File: config.mk
export PLATFORM = sky130hd
export DESIGN_NAME = spa_divider
export DESIGN_NICKNAME = d
export VERILOG_FILES = /design/src/hdl/spa_pkg.sv /design/src/hdl/spa_divider.sv
export SDC_FILE = /design/constraint.sdc
export NUM_CORES = 1
export LEC_CHECK = 0
export BUFFER_PORTS_ARGS = -buffer_cell sky130_fd_sc_hd__buf_2
export CAP_MARGIN = 15
export CELL_PAD_IN_SITES_DETAIL_PLACEMENT = 1
export CELL_PAD_IN_SITES_GLOBAL_PLACEMENT = 1
export CORE_MARGIN = 8
export CORE_UTILIZATION = 48
export CTS_BUF_LIST = sky130_fd_sc_hd__clkbuf_4 sky130_fd_sc_hd__clkbuf_8
export CTS_CLUSTER_DIAMETER = 80
export DETAILED_ROUTE_END_ITERATION = 12
export HOLD_SLACK_MARGIN = 0.03
export PLACE_DENSITY = 0.92
export SLEW_MARGIN = 0
export SYNTH_ARGS = -nofsm -noshare
export SYNTH_HDL_FRONTEND = slang
export SYNTH_SLANG_ARGS = --single-unit
File: constraint.sdc
create_clock -name aclk -period 6 [get_ports aclk]
set_input_delay 1.8 -clock aclk [delete_from_list [all_inputs] [get_ports aclk]]
set_output_delay 1.8 -clock aclk [all_outputs]
set_load 0.02 [all_outputs]
File: src/hdl/spa_pkg.sv
// ----------------------------------------------------------------------------
// spa_pkg: shared types and constants
// Arctangent table, fixed-point constants and the CORDIC cell payload.
// ----------------------------------------------------------------------------
package spa_pkg;

    localparam int ATAN_ENTRIES = 24;
    localparam logic signed [31:0] INV_GAIN = 32'sd652032874;
    localparam logic [23:0] TURN_SCALE = 24'd10680707;

    typedef struct packed {
        logic               valid;
        logic               last;
        logic               flip;
        logic signed [33:0] x;
        logic signed [33:0] y;
        logic signed [33:0] z;
    } cordic_beat_t;

    function automatic logic signed [33:0] atan_turn(input logic [4:0] idx);
        logic signed [33:0] v;
        unique case (idx)
            5'd0:  v = 34'sd536870912;
            5'd1:  v = 34'sd316933406;
            5'd2:  v = 34'sd167458907;
            5'd3:  v = 34'sd85004756;
            5'd4:  v = 34'sd42667331;
            5'd5:  v = 34'sd21354465;
            5'd6:  v = 34'sd10679838;
            5'd7:  v = 34'sd5340245;
            5'd8:  v = 34'sd2670163;
            5'd9:  v = 34'sd1335087;
            5'd10: v = 34'sd667544;
            5'd11: v = 34'sd333772;
            5'd12: v = 34'sd166886;
            5'd13: v = 34'sd83443;
            5'd14: v = 34'sd41722;
            5'd15: v = 34'sd20861;
            5'd16: v = 34'sd10430;
            5'd17: v = 34'sd5215;
            5'd18: v = 34'sd2608;
            5'd19: v = 34'sd1304;
            5'd20: v = 34'sd652;
            5'd21: v = 34'sd326;
            5'd22: v = 34'sd163;
            5'd23: v = 34'sd81;
            default: v = '0;
        endcase
        return v;
    endfunction

endpackage

File: src/hdl/spa_divider.sv
// ----------------------------------------------------------------------------
// spa_divider: restoring signed divider
// Divide a 48 bit sum by the term count, one quotient bit per cycle.
// ----------------------------------------------------------------------------
module spa_divider #(
    parameter int COUNT_BITS = 32
) (
    input  logic               aclk,
    input  logic               aresetn,
    input  logic               start,
    input  logic signed [47:0] dividend,
    input  logic [COUNT_BITS-1:0] divisor,
    output logic               done,
    output logic signed [15:0] quotient
);
    import spa_pkg::*;

    localparam int CNT_W = 6;

    logic [47:0]           mag_reg, mag_next;
    logic [COUNT_BITS:0]   rem_reg, rem_next;
    logic [COUNT_BITS-1:0] div_reg;
    logic                  neg_reg, busy_reg, done_reg;
    logic [CNT_W-1:0]      cnt_reg;
    logic [COUNT_BITS:0]   trial;
    logic [48:0]           sq;

    always_comb begin
        trial    = {rem_reg[COUNT_BITS-1:0], mag_reg[47]};
        mag_next = {mag_reg[46:0], 1'b0};
        rem_next = trial;
        if (trial >= {1'b0, div_reg}) begin
            rem_next    = trial - {1'b0, div_reg};
            mag_next[0] = 1'b1;
        end
    end

    always_ff @(posedge aclk) begin
        if (!aresetn) begin
            busy_reg <= 1'b0;
            done_reg <= 1'b0;
        end else begin
            done_reg <= 1'b0;
            if (start) begin
                busy_reg <= 1'b1;
                cnt_reg  <= '0;
                neg_reg  <= dividend[47];
                mag_reg  <= dividend[47] ? 48'(-dividend) : 48'(dividend);
                rem_reg  <= '0;
                div_reg  <= divisor;
            end else if (busy_reg) begin
                mag_reg <= mag_next;
                rem_reg <= rem_next;
                cnt_reg <= cnt_reg + 1'b1;
                if (cnt_reg == CNT_W'(47)) begin
                    busy_reg <= 1'b0;
                    done_reg <= 1'b1;
                end
            end
        end
    end

    always_comb begin
        sq = neg_reg ? -{1'b0, mag_reg} : {1'b0, mag_reg};
        if ($signed(sq) > 49'sd32767)       quotient = 16'sh7FFF;
        else if ($signed(sq) < -49'sd32768) quotient = 16'sh8000;
        else                                quotient = sq[15:0];
    end

    assign done = done_reg;
endmodule

==> metrics.cfg <==
[worst_setup_path]
cp.required_ps = 4200
r2r-end = rem_reg[24]
crit_path_cell_trace = buf_4 -> nor4_1 -> nand4_1 -> buf_4 -> nor4_4 -> a21o_1 -> o21ai_1 -> or4_4 -> nor4b_4 -> buf_6 -> a21oi_4 -> o21ai_2 -> buf_4
max_stage_delay_ps = 580
arrival_ps = 4210
critical_path_class = flip-flop to output port
cpLargestDelayFamily = simple AND/OR/NAND/NOR gates
r2r_cells = 11
reg2reg_slack_ps = 1450
crit_path_end_kind = output port
slowest_stage = nor4_1
crit_top_cell = buf_4
path_buf_inv = 4
start_kind = flip-flop
worst-path-max-fanout = 8
reg2reg_from = rem_reg[1]

[cells_and_area]
syn_to_final_growth_pct = 15.65
stdcell_area_um2 = 10910
drive_above_1_share_pct = 19.04
num-nets-final = 1247
postLayoutCoreUtil_pct = 56.26
largest_reg_flops = 48

[timing]
hold_viol_final = 0
relSlewSlack_pct = 36.11
finalSetupViolations = 1
fin_skew_ps = 16.50
fin_crit_sh_pct = 100.2
fin_hold_ws_ps = 575.5
fmax_ghz = 0.1663
drv_slew = 0
final.setup.tns_ps = -13.74
period_minus_slack_ps = 6014
tightest_slew_ps = 950.3
layout_setup_ws_ps = -13.74

[floorplanning]
die-area_um2 = 24400
dieHeight_um = 156.2
core_region_area_um2 = 19400
initial_core_util_pct = 48.65
fp-row-count = 51
io_pins = 100
fp.dieW_um = 156.2

[synthesis]
synth_top_area_cell = edfxtp_1
synth_mux_area_share_pct = 3.872
synth_top_family_by_area = compound AO/OA/AOI/OAI gates
synth.distinct_cells = 77
async_reset_ff_share_pct = 0
ys_top_cells_by_area = edfxtp_1 38%, xor2_1 6.7%, nor2_1 5.0%, ha_1 4.6%, a21oi_1 4.3%
yosys.area_share.adder_pct = 4.853
synth_cells = 1033
synth_ff_type = edfxtp_1
synth_nets = 1152
synthSimpleGateAreaFrac_pct = 19.23
synth_area_per_cell_um2 = 9.135
syn-cell-area_um2 = 9437
ys_ff_latch = 121
yosys.area_share.xor_xnor_pct = 9.374
synth_warnings = 0
seq_area_frac_synth_pct = 38.29
synth_top_area_share_pct = 37.87
synth_edf_count = 119
synth_compound_area_share_pct = 19.64

[clocking]
cts_buffers = 17
cts.sinks = 121
htreeDepth = 4
ctsHoldBuffers = 0
cts_tree = done
cts-root-buf = clkbuf_8
clk_pin_slew_ps = 90
worst_skew_pair.late_latency_ps = 470
clock_path_buffers = 2

[grt]
gr-total-overflow = 0
antenna_found_initial = 2
grt_pass1_vias = 9122
grt_max_degree = 80
grt_usage_pct = 24.76
grt_pass1_wl_mm = 48.32

[pwr]
vdd_ir_drop_max_v = 0.0001864
powerDensity_nw_per_um2 = 245.6
power_leakage_nw = 4.155

[drt]
viasPerCell = 6.362
dr.pass1.iters = 5
vias = 8945
ant_nets = 0
wl_mm = 31.43
drt-wirelength-per-cell_um = 22.35
drc = 0
drt_iter0_markers = 762

[placed_design]
portBuffers = 99
gp_congestion = 0.9447
dpl.hpwl_mm = 20.97
placed_area_um2 = 10200
place_ws_ps = 302.4

[flow_run]
max_cap_violations = 0

[status]
outcome = complete, but fails checks
violations = setup timing

[hold_path]
hold_depth = 1
hp-start = busy_reg
whs_endpoint = done
hold_path.class = flip-flop to flip-flop

[metrics by stage]
stage / power, mW / instances
floorplan: 1.619 / 1033
global placement: 1.795 / 1355
detailed placement: 1.840 / 1355
CTS: 2.644 / 1392
global route: 2.792 / 1406
finish: 2.681 / 1406
[layer usage]
layer | track usage (%) | up-vias | wire, um
met3 | 5.405 | 62 | 2234
met5 | 0 | - | 0
li1 | - | 4062 | -
met4 | 8.696 | 0 | 746
met2 | 40.74 | 401 | 15230
met1 | 31.60 | 4420 | 13220
[cell families after synthesis]
group / count (synthesis)
and+or+nand+nor: 345
AOI/OAI and AO/OA: 280
DFF: 121
buffers and inverters: 114
xor gates and xnor gates: 101
muxes: 36
adders and majority gates: 36
[power by group]
group	internal, mW	total [mW]	switching, mW
logic	0.316	0.788	0.472
clock network	0.411	0.807	0.396
registers	1.02	1.09	0.0637
total	1.75	2.68	0.932
[Yosys cell counts (all sizes together) (23+ instances only)]
master,number
mux2i,32
nor2,126
xor2,72
o21ai,65
a21oi,82
ha,35
nor3,29
inv,51
nand2,44
nand3,23
edfxtp,119
clkbuf,52
o31ai,29
xnor2,29
[cells in the final DEF (no fill, tap or decap), types with 6 or more instances in the layout]
cell / n
mux2i_1: 32
a31oi_1: 12
nor2b_1: 15
a21o_1: 8
nor4_1: 10
nand3_1: 22
xnor2_1: 29
o21a_1: 7
nand2_1: 44
nor2_1: 126
o31ai_1: 27
xor2_1: 72
edfxtp_1: 119
clkbuf_8: 17
buf_4: 45
o21ai_2: 12
nor3_1: 26
o21ai_0: 46
o211ai_1: 6
o21ai_1: 7
a211oi_1: 13
nand4_1: 17
or4_1: 10
o41ai_1: 13
inv_1: 51
or3_1: 16
and3_1: 10
nand2b_1: 7
a21oi_1: 81
ha_1: 35
buf_2: 89
[worst max-delay path by stage]
stage           startpoint            to  slack, ps  depth (start not counted)
2_1_floorplan   mag_reg[5]  quotient[10]        750                         11
3_3_place_gp   mag_reg[12]   quotient[2]        430                         11
3_5_place_dp    mag_reg[5]   quotient[1]        300                         12
4_1_cts         mag_reg[1]   quotient[7]          9                         11
5_1_grt        mag_reg[18]  quotient[12]       -110                         13
6_report       mag_reg[18]  quotient[12]        -10                         13
[worst reg2reg max path, delay by kind of cell, from the launching register on]
kind	cells	cell delay (ps)
and+or+nand+nor	2	210
muxes	1	250
buffers and inverters	1	310
DFF	1	440
adders and majority gates	1	390
AOI/OAI and AO/OA	6	2660
[final cells by class]
type	count	area [um^2]
antenna	1	2.502
clock buffer	17	234.0
clock inverter	14	172.7
fill	2285	8486
inverter	51	191.4
multi-input combinational	799	5530
sequential	121	3613
tap	265	331.6
timing repair buffer	138	837.1
[timing repair]
item,in CTS,in global routing
pin swaps,4,16
buffers inserted,5,12
cloned,1,1
hold endpoints to repair,0,0
endpoints found under the setup margin,15,15
gates resized for setup,8,27
Power figures use the tool's default switching activity.
