## src/hdl/spa_pkg.sv

```systemverilog
// ----------------------------------------------------------------------------
// spa_pkg: shared types and constants
// Arctangent table, fixed-point constants and the CORDIC cell payload.
// ----------------------------------------------------------------------------
package spa_pkg;

    localparam int ATAN_ENTRIES = 24;
    localparam logic signed [31:0] INV_GAIN = 32'sd652032874;
    localparam logic [23:0] TURN_SCALE = 24'd10680707;

    typedef struct packed {
        logic               valid;
        logic               last;
        logic               flip;
        logic signed [33:0] x;
        logic signed [33:0] y;
        logic signed [33:0] z;
    } cordic_beat_t;

    function automatic logic signed [33:0] atan_turn(input logic [4:0] idx);
        logic signed [33:0] v;
        unique case (idx)
            5'd0:  v = 34'sd536870912;
            5'd1:  v = 34'sd316933406;
            5'd2:  v = 34'sd167458907;
            5'd3:  v = 34'sd85004756;
            5'd4:  v = 34'sd42667331;
            5'd5:  v = 34'sd21354465;
            5'd6:  v = 34'sd10679838;
            5'd7:  v = 34'sd5340245;
            5'd8:  v = 34'sd2670163;
            5'd9:  v = 34'sd1335087;
            5'd10: v = 34'sd667544;
            5'd11: v = 34'sd333772;
            5'd12: v = 34'sd166886;
            5'd13: v = 34'sd83443;
            5'd14: v = 34'sd41722;
            5'd15: v = 34'sd20861;
            5'd16: v = 34'sd10430;
            5'd17: v = 34'sd5215;
            5'd18: v = 34'sd2608;
            5'd19: v = 34'sd1304;
            5'd20: v = 34'sd652;
            5'd21: v = 34'sd326;
            5'd22: v = 34'sd163;
            5'd23: v = 34'sd81;
            default: v = '0;
        endcase
        return v;
    endfunction

endpackage

```

## src/hdl/spa_cordic_cell.sv

```systemverilog
// ----------------------------------------------------------------------------
// spa_cordic_cell: one CORDIC rotation cell
// Rotate by the fixed arctangent of its stage and register the result.
// ----------------------------------------------------------------------------
module spa_cordic_cell #(
    parameter int STAGE = 0
) (
    input  logic                  aclk,
    input  logic                  aresetn,
    input  logic                  advance,
    input  spa_pkg::cordic_beat_t beat_in,
    output spa_pkg::cordic_beat_t beat_out
);
    import spa_pkg::*;

    cordic_beat_t beat_reg, beat_next;
    logic signed [33:0] xs, ys, ang;

    always_comb begin
        xs  = beat_in.x >>> STAGE;
        ys  = beat_in.y >>> STAGE;
        ang = atan_turn(5'(STAGE));
        beat_next = beat_in;
        if (!beat_in.z[33]) begin
            beat_next.x = beat_in.x - ys;
            beat_next.y = beat_in.y + xs;
            beat_next.z = beat_in.z - ang;
        end else begin
            beat_next.x = beat_in.x + ys;
            beat_next.y = beat_in.y - xs;
            beat_next.z = beat_in.z + ang;
        end
    end

    always_ff @(posedge aclk) begin
        if (!aresetn) begin
            beat_reg.valid <= 1'b0;
        end else if (advance) begin
            beat_reg <= beat_next;
        end
    end

    assign beat_out = beat_reg;
endmodule

```

## config.mk

```make
export PLATFORM = sky130hd
export DESIGN_NAME = spa_cordic_cell
export DESIGN_NICKNAME = d
export VERILOG_FILES = /design/src/hdl/spa_pkg.sv /design/src/hdl/spa_cordic_cell.sv
export SDC_FILE = /design/constraint.sdc
export NUM_CORES = 1
export LEC_CHECK = 0
export ABC_AREA = 1
export CORE_MARGIN = 8
export CORE_UTILIZATION = 60
export DETAILED_ROUTE_END_ITERATION = 6
export DONT_BUFFER_PORTS = 1
export PLACE_DENSITY = 0.77
export SLEW_MARGIN = 10
export SYNTH_ARGS = -nofsm -noshare
export SYNTH_HDL_FRONTEND = slang
export SYNTH_SLANG_ARGS = --single-unit
```

## constraint.sdc

```tcl
create_clock -name aclk -period 3.4 [get_ports aclk]
set_input_delay 0.68 -clock aclk [delete_from_list [all_inputs] [get_ports aclk]]
set_output_delay 0.68 -clock aclk [all_outputs]
set_load 0.02 [all_outputs]
```

==> flow_summary.yaml, run 1 <==
detailed_routing:
  drt_iter0_markers: 1129
  vias: 10300
  postRouteAntennaNets: 0
  detail_route.wl_per_cell_um: 20.8
  drt_wl_total_um: 35600
  drc: 1
  vias_per_cell: 6.02
  drt_pass1_iterations: 7
clocking:
  cts_tree: "yes"
  clk_pin_slew_worst_paths_ns: 0.08
  cts_root_buf: "clkbuf_16"
  cts_buffers: 9
  postCtsHoldBufs: 0
  cts-resized-gates: 0
  cts_setup_buffers: 0
  cts_sinks: 104
  h-tree-depth: 3
  clock_path_buffers: 2
  insertion_delay_ns: 0.35
logic_synthesis:
  ys_seq_area_share_pct: 30.2
  synth-edff-count: 103
  synth_nets: 1719
  synth_cell_types: 42
  synth.avg_cell_area_sq_um: 6.85
  async_reset_ff_share_pct: 0
  syn_area_sq_mm: 0.0103
  ys_ff_latch: 104
  yosys_warnings: 0
  synth_ff_type: "edfxtp_1"
  syn-instance-count: 1505
finish:
  antenna_cells: 0
  largest_register_ffs: 104
  drive_above_1_share_pct: 2.62
  fin_nets: 1697
  area_delta_synth_final_pct: 4.08
  final_area_sq_mm: 0.0107
timing:
  relSlewSlack_pct: 52.0
  post-route-period-util_pct: 82.1
  tns_ns: 0
  slew_violations: 0
  rsz0062_at_grt: "no"
  worst_pin_slew_ns: 0.712
  fmax_mhz: 358
  clock_skew_ns: 0
  hold_violations: 0
  min_period_ns: 2.79
  finalSetupViolations: 0
critical_path:
  reg2reg_from: "beat_out[104]$_SDFFE_PN0P_"
  r2r_slack_ns: 2.61
  worst_setup_path_end_kind: "flip-flop"
  crit_required_ns: 3.51
  path_max_fanout: 12
  path_class: "in -> reg"
  crit_arrival_ns: 2.90
  critPathLaunchType: "primary input"
  cp-startpoint: "beat_in[38]"
worst_hold_path:
  min_path_type: "in -> reg"
  holdCritStartpoint: "beat_in[26]"
run_status:
  status: "finished with violations"
  violations: "design-rule violations"
global_route:
  grt_util_all_layers_pct: 31.7
  grt_pass1_wl_um: 53800
  antenna_found_initial: 0
  grt_pass1_vias: 9637
  grt-ovfl-total: 0
  grt_max_degree: 72
placed_design:
  placed_area_sq_mm: 0.0104
  dpl.hpwl_um: 29700
  portBuffers: 0
  gp_congestion: 0.979
die:
  initial_core_util_pct: 60.4
  boundaryPins: 213
  rows: 48
  design.die.area_sq_mm: 0.0216
  coreArea_sq_mm: 0.0171
  fp.dieW_um: 147
  die_height_um: 147
pwr:
  ir_worst_vdd_mv: 0.294
  p_leak_uw: 0.00514
  pwr_density_cell_mw_per_mm2: 390
job:
  drv_cap: 0
-- worst max-delay path, cell delays in order --
cell	delay, ns
inv_1	0.02
ha_1	0.50
nand2_1	0.27
nor2_1	0.33
nand2_1	0.09
o211ai_1	0.17
nand2_1	0.15
nand2_1	0.18
nor2_1	0.07
o31ai_1	0.45
-- layout make-up --
type | instances | area, sq um
inverter | 209 | 787
multi-input combinational | 1150 | 6180
clock inverter | 7 | 58.8
fill | 1595 | 6330
tap | 225 | 282
timing repair buffer | 9 | 80.1
clock buffer | 9 | 225
sequential | 104 | 3110
-- metrics by stage --
| stage | setup WS (ns) | power [uW] | util [%] | cells | hold slack (ns) |
|---|---|---|---|---|---|
| after floorplan | 0.238 | 2770 | - | 1505 | 0.606 |
| after global placement | 0.328 | 3120 | 61.2 | 1697 | 0.631 |
| after detailed placement | 0.297 | 3150 | 61.2 | 1697 | 0.664 |
| after CTS | 0.682 | 4150 | 62.9 | 1713 | 0.410 |
| after global routing | 0.456 | 4380 | 62.9 | 1713 | 0.401 |
| final | 0.607 | 4190 | 62.9 | 1713 | 0.415 |
-- kinds of logic after synthesis --
family / after synthesis / share of synthesized area [%]
flip-flops: 104 / 30.2
buffers and inverters: 251 / 9.82
XOR/XNOR: 30 / 2.55
AO/OA/AOI/OAI: 278 / 14.7
adder cells (fa/ha/maj): 106 / 13.2
multiplexers: 1 / 0.0971
AND/OR/NAND/NOR: 735 / 29.5
-- layer usage --
metal  GRT usage, %  vias up  part of all wire [%]
met5              0        -                     0
met4           9.28        0                   2.7
met3           7.87       73                    11
met2           51.1      637                    45
met1           41.4     4701                    41
li1               -     4904                     -
-- layout by cell type (no fill, tap or decap), types with 4 or more instances in the layout --
cell type	Yosys	final
nand2_1	403	403
inv_1	204	203
nand3_1	149	149
nor2_1	143	143
a21oi_1	130	130
edfxtp_1	103	103
ha_1	102	102
o21ai_0	95	95
xor2_1	29	29
nor3_1	14	14
a21o_1	12	12
nand4_1	10	10
o21bai_1	9	9
clkbuf_16	0	9
buf_4	13	8
o211ai_1	7	7
a31oi_1	5	5
o31ai_1	5	5
inv_2	3	4
o22ai_1	4	4
fa_1	4	4
-- power breakdown --
group / leakage, uW / switching, uW / internal, uW
clock: 0.000138 / 518 / 506
combinational: 0.00403 / 968 / 421
sequential: 0.000969 / 197 / 1580
-- Yosys cell counts (10+ instances only) --
cell type / number / area (sq um)
ha_1: 102 / 1280
nand2_1: 403 / 1510
a21o_1: 12 / 90.1
edfxtp_1: 103 / 3090
a21oi_1: 130 / 651
nand4_1: 10 / 62.6
nor3_1: 14 / 70.1
nor2_1: 143 / 537
inv_1: 204 / 766
buf_2: 17 / 85.1
buf_4: 13 / 97.6
nand3_1: 149 / 746
xor2_1: 29 / 254
o21ai_0: 95 / 475
-- worst paths after layout --
path	to	cells past startpoint
worst max register to register	beat_out[104]$_SDFFE_PN0P_	2
worst min register to register	beat_out[104]$_SDFFE_PN0P_	2
worst min-delay path	beat_out[26]$_DFFE_PP_	0
worst max-delay path	beat_out[82]$_DFFE_PP_	10
Power figures use the tool's default switching activity.
==> run 2: changes to the inputs <==
--- a/config.mk
+++ b/config.mk
@@ -5,12 +5,12 @@
 export SDC_FILE = /design/constraint.sdc
 export NUM_CORES = 1
 export LEC_CHECK = 0
-export ABC_AREA = 1
+export ABC_AREA = 0
 export CORE_MARGIN = 8
-export CORE_UTILIZATION = 60
+export CORE_UTILIZATION = 59
 export DETAILED_ROUTE_END_ITERATION = 6
 export DONT_BUFFER_PORTS = 1
-export PLACE_DENSITY = 0.77
+export PLACE_DENSITY = 0.79
 export SLEW_MARGIN = 10
 export SYNTH_ARGS = -nofsm -noshare
 export SYNTH_HDL_FRONTEND = slang
==> constraint.sdc (replaced) <==
create_clock -name aclk -period 2.35 [get_ports aclk]
set_input_delay 0.47 -clock aclk [delete_from_list [all_inputs] [get_ports aclk]]
set_output_delay 0.47 -clock aclk [all_outputs]
set_load 0.02 [all_outputs]
==> run 2 against run 1 <==
  * The flow finishes with violations (negative setup slack)
  * Critical path depth up 2
  * Cell count down 19%
  * Clock skew unchanged
  * Sequential share of layout area down 3.4 points
  * Non-clock buffer count up 231
  * Setup slack worse by 0.81 ns
  * Clock-buffer cell count unchanged
  * Via count down 15%
  * Global-route usage down 2.2 points
==> flow_summary.yaml, run 2 <==
run_status:
  status: "finished with violations"
  violations: "negative setup slack"
placed_design:
  portBuffers: 0
  dpl.hpwl_um: 23100
  dp_cells: 1354
  gp_congestion: 0.993
  placed_area_sq_mm: 0.0109
die:
  fp.dieW_um: 139
  coreArea_sq_mm: 0.0150
  boundaryPins: 213
  initial_core_util_pct: 59.6
  design.die.area_sq_mm: 0.0193
  die_height_um: 139
  rows: 45
logic_synthesis:
  yosysMostFrequentCell: "a21oi_1"
  synth_ff_type: "edfxtp_1"
  synth.avg_cell_area_sq_um: 9.01
  syn_area_sq_mm: 0.00893
  ys_seq_area_share_pct: 34.8
  async_reset_ff_share_pct: 0
  synthTopCellsByCount: "a21oi_1, edfxtp_1, inv_1, ha_1, o21ai_0"
  synth_cell_types: 70
  synth_top_area_share_pct: 34.6
  yosys_warnings: 0
  synth-edff-count: 103
  netlist_top_cells_area: "edfxtp_1, ha_1, a21oi_1"
  synth_top_area_cell: "edfxtp_1"
  syn-instance-count: 992
  synth_nets: 1206
  ys_ff_latch: 104
timing:
  worst_pin_slew_ns: 0.540
  finalSetupViolations: 34
  post-route-period-util_pct: 108
  relSlewSlack_pct: 64.0
  clock_skew_ns: 0
  setup_ws_ns: -0.199
  fmax_mhz: 392
  slew_violations: 0
  whs_ns: 0.193
  min_period_ns: 2.55
  hold_violations: 0
  rsz0062_at_grt: "yes"
critical_path:
  path_class: "in -> reg"
  path_max_fanout: 7
  critical_path.top_delay_family: "compound AO/OA/AOI/OAI gates"
  path_buf_inv: 2
  crit_chain: "inv_8, ha_4, or2b_1, o311a_4, o31ai_4, buf_4, nand4_1, o21a_2, o31ai_4, nor2_1, a21oi_2, xnor2_1"
  slowest_delay_ns: 0.31
  critical-path-slowest-cell: "or2b_1"
  crit_arrival_ns: 2.66
  crit_required_ns: 2.46
  critPathLaunchType: "primary input"
  cp_common_cell: "o31ai_4"
  worst_setup_path_end_kind: "flip-flop"
pwr:
  pwr_density_cell_mw_per_mm2: 555
  p_leak_uw: 0.00508
  ir_worst_vdd_mv: 0.382
  total_power_uw: 6750
detailed_routing:
  vias: 8778
  drt_wl_total_um: 31500
  drt_iter0_markers: 839
  drc: 0
  drt_pass1_iterations: 6
  vias_per_cell: 6.30
  detail_route.wl_per_cell_um: 22.6
  postRouteAntennaNets: 0
finish:
  final_cell_count_no_fill: 1393
  final_area_sq_mm: 0.0122
  layout_common_cells: "buf_4, edfxtp_1, a21oi_1, inv_1, ha_1"
  largest_register_ffs: 104
  drive_above_1_share_pct: 35.2
  fin_nets: 1412
  layout_commonest_cell: "buf_4"
  area_delta_synth_final_pct: 36.1
clocking:
  cts_tree: "yes"
  clk_pin_slew_worst_paths_ns: 0.09
  postCtsHoldBufs: 0
  h-tree-depth: 3
  insertion_delay_ns: 0.35
  clock_path_buffers: 2
  cts_buffers: 9
  cts_root_buf: "clkbuf_16"
  cts_sinks: 104
job:
  drv_cap: 0
global_route:
  antenna_found_initial: 2
  grt_pass1_vias: 8405
  grt_max_degree: 104
  grt_pass1_wl_um: 45600
  grt_util_all_layers_pct: 29.5
  grt-ovfl-total: 0
worst_hold_path:
  min_path_type: "in -> reg"
-- run 2: cell count changes after synthesis, moves of 14 or more --
cell,previous run,this run
xnor2_1,1,55
nor2b_1,0,14
nand2_1,403,52
nand3_1,149,11
xor2_1,29,12
o21ai_0,95,68
o21bai_1,9,26
inv_1,204,103
nor2_1,143,66
mux2i_1,1,19
-- run 2: report_power, final --
part / internal, uW / total, uW / leakage (uW) / switching [uW]
Combinational: 1190 / 2530 / 0.00396 / 1340
Clock: 764 / 1570 / 0.000143 / 806
Sequential: 2320 / 2650 / 0.000975 / 323
-- run 2: per-stage QoR --
step	setup slack [ns]	utilization (%)	TNS, ns
finish	-0.199	81.2	-3.06
detailed placement	-0.697	72.8	-21.11
global placement	-0.663	72.8	-19.27
floorplan	-0.343	-	-4.23
CTS	-0.0743	77.6	-0.665
global route	-0.210	81.2	-4.01
-- run 2: area by class of cell --
cell class | instances | area, sq um
sequential | 104 | 3110
multi-input combinational | 735 | 6220
clock buffer | 9 | 225
clock inverter | 7 | 88.8
tap | 188 | 235
fill | 929 | 2820
timing repair buffer | 240 | 1830
inverter | 108 | 433
antenna | 2 | 5.00
-- run 2: timing repair --
| action | in CTS | in global routing |
|---|---|---|
| setup buffers | 14 | 7 |
| setup endpoints to repair | 30 | 46 |
| pin swaps | 32 | 54 |
| resized for setup | 60 | 94 |
-- run 2: logic make-up (layout without fill, tap and decap cells) --
kind of cell | count (synthesis) | after routing | synth area share [%]
flip-flops | 104 | 104 | 34.8
XOR/XNOR | 67 | 67 | 6.57
AO/OA/AOI/OAI | 329 | 329 | 23.0
adder cells (fa/ha/maj) | 106 | 106 | 15.2
other | 0 | 2 | 0
AND/OR/NAND/NOR | 214 | 214 | 11.6
multiplexers | 19 | 19 | 2.13
buffers and inverters | 153 | 364 | 6.74
-- run 2: worst paths after layout --
path / start / endpoint / slack, ns / cells past startpoint
setup / recovery: beat_in[37] / beat_out[86]$_DFFE_PP_ / -0.20 / 12
hold / removal: beat_in[9] / beat_out[9]$_DFFE_PP_ / 0.19 / 0
setup reg to reg: beat_out[104]$_SDFFE_PN0P_ / beat_out[104]$_SDFFE_PN0P_ / 1.57 / 2
hold reg to reg: beat_out[104]$_SDFFE_PN0P_ / beat_out[104]$_SDFFE_PN0P_ / 0.67 / 2
-- run 2: per-layer routing --
| layer | track usage, % | wire length (um) | up-vias |
|---|---|---|---|
| li1 | - | - | 3952 |
| met1 | 35.7 | 12300 | 4154 |
| met2 | 48.3 | 14800 | 561 |
| met3 | 6.99 | 2780 | 111 |
| met4 | 15.0 | 1570 | 0 |
| met5 | 0 | 0 | - |
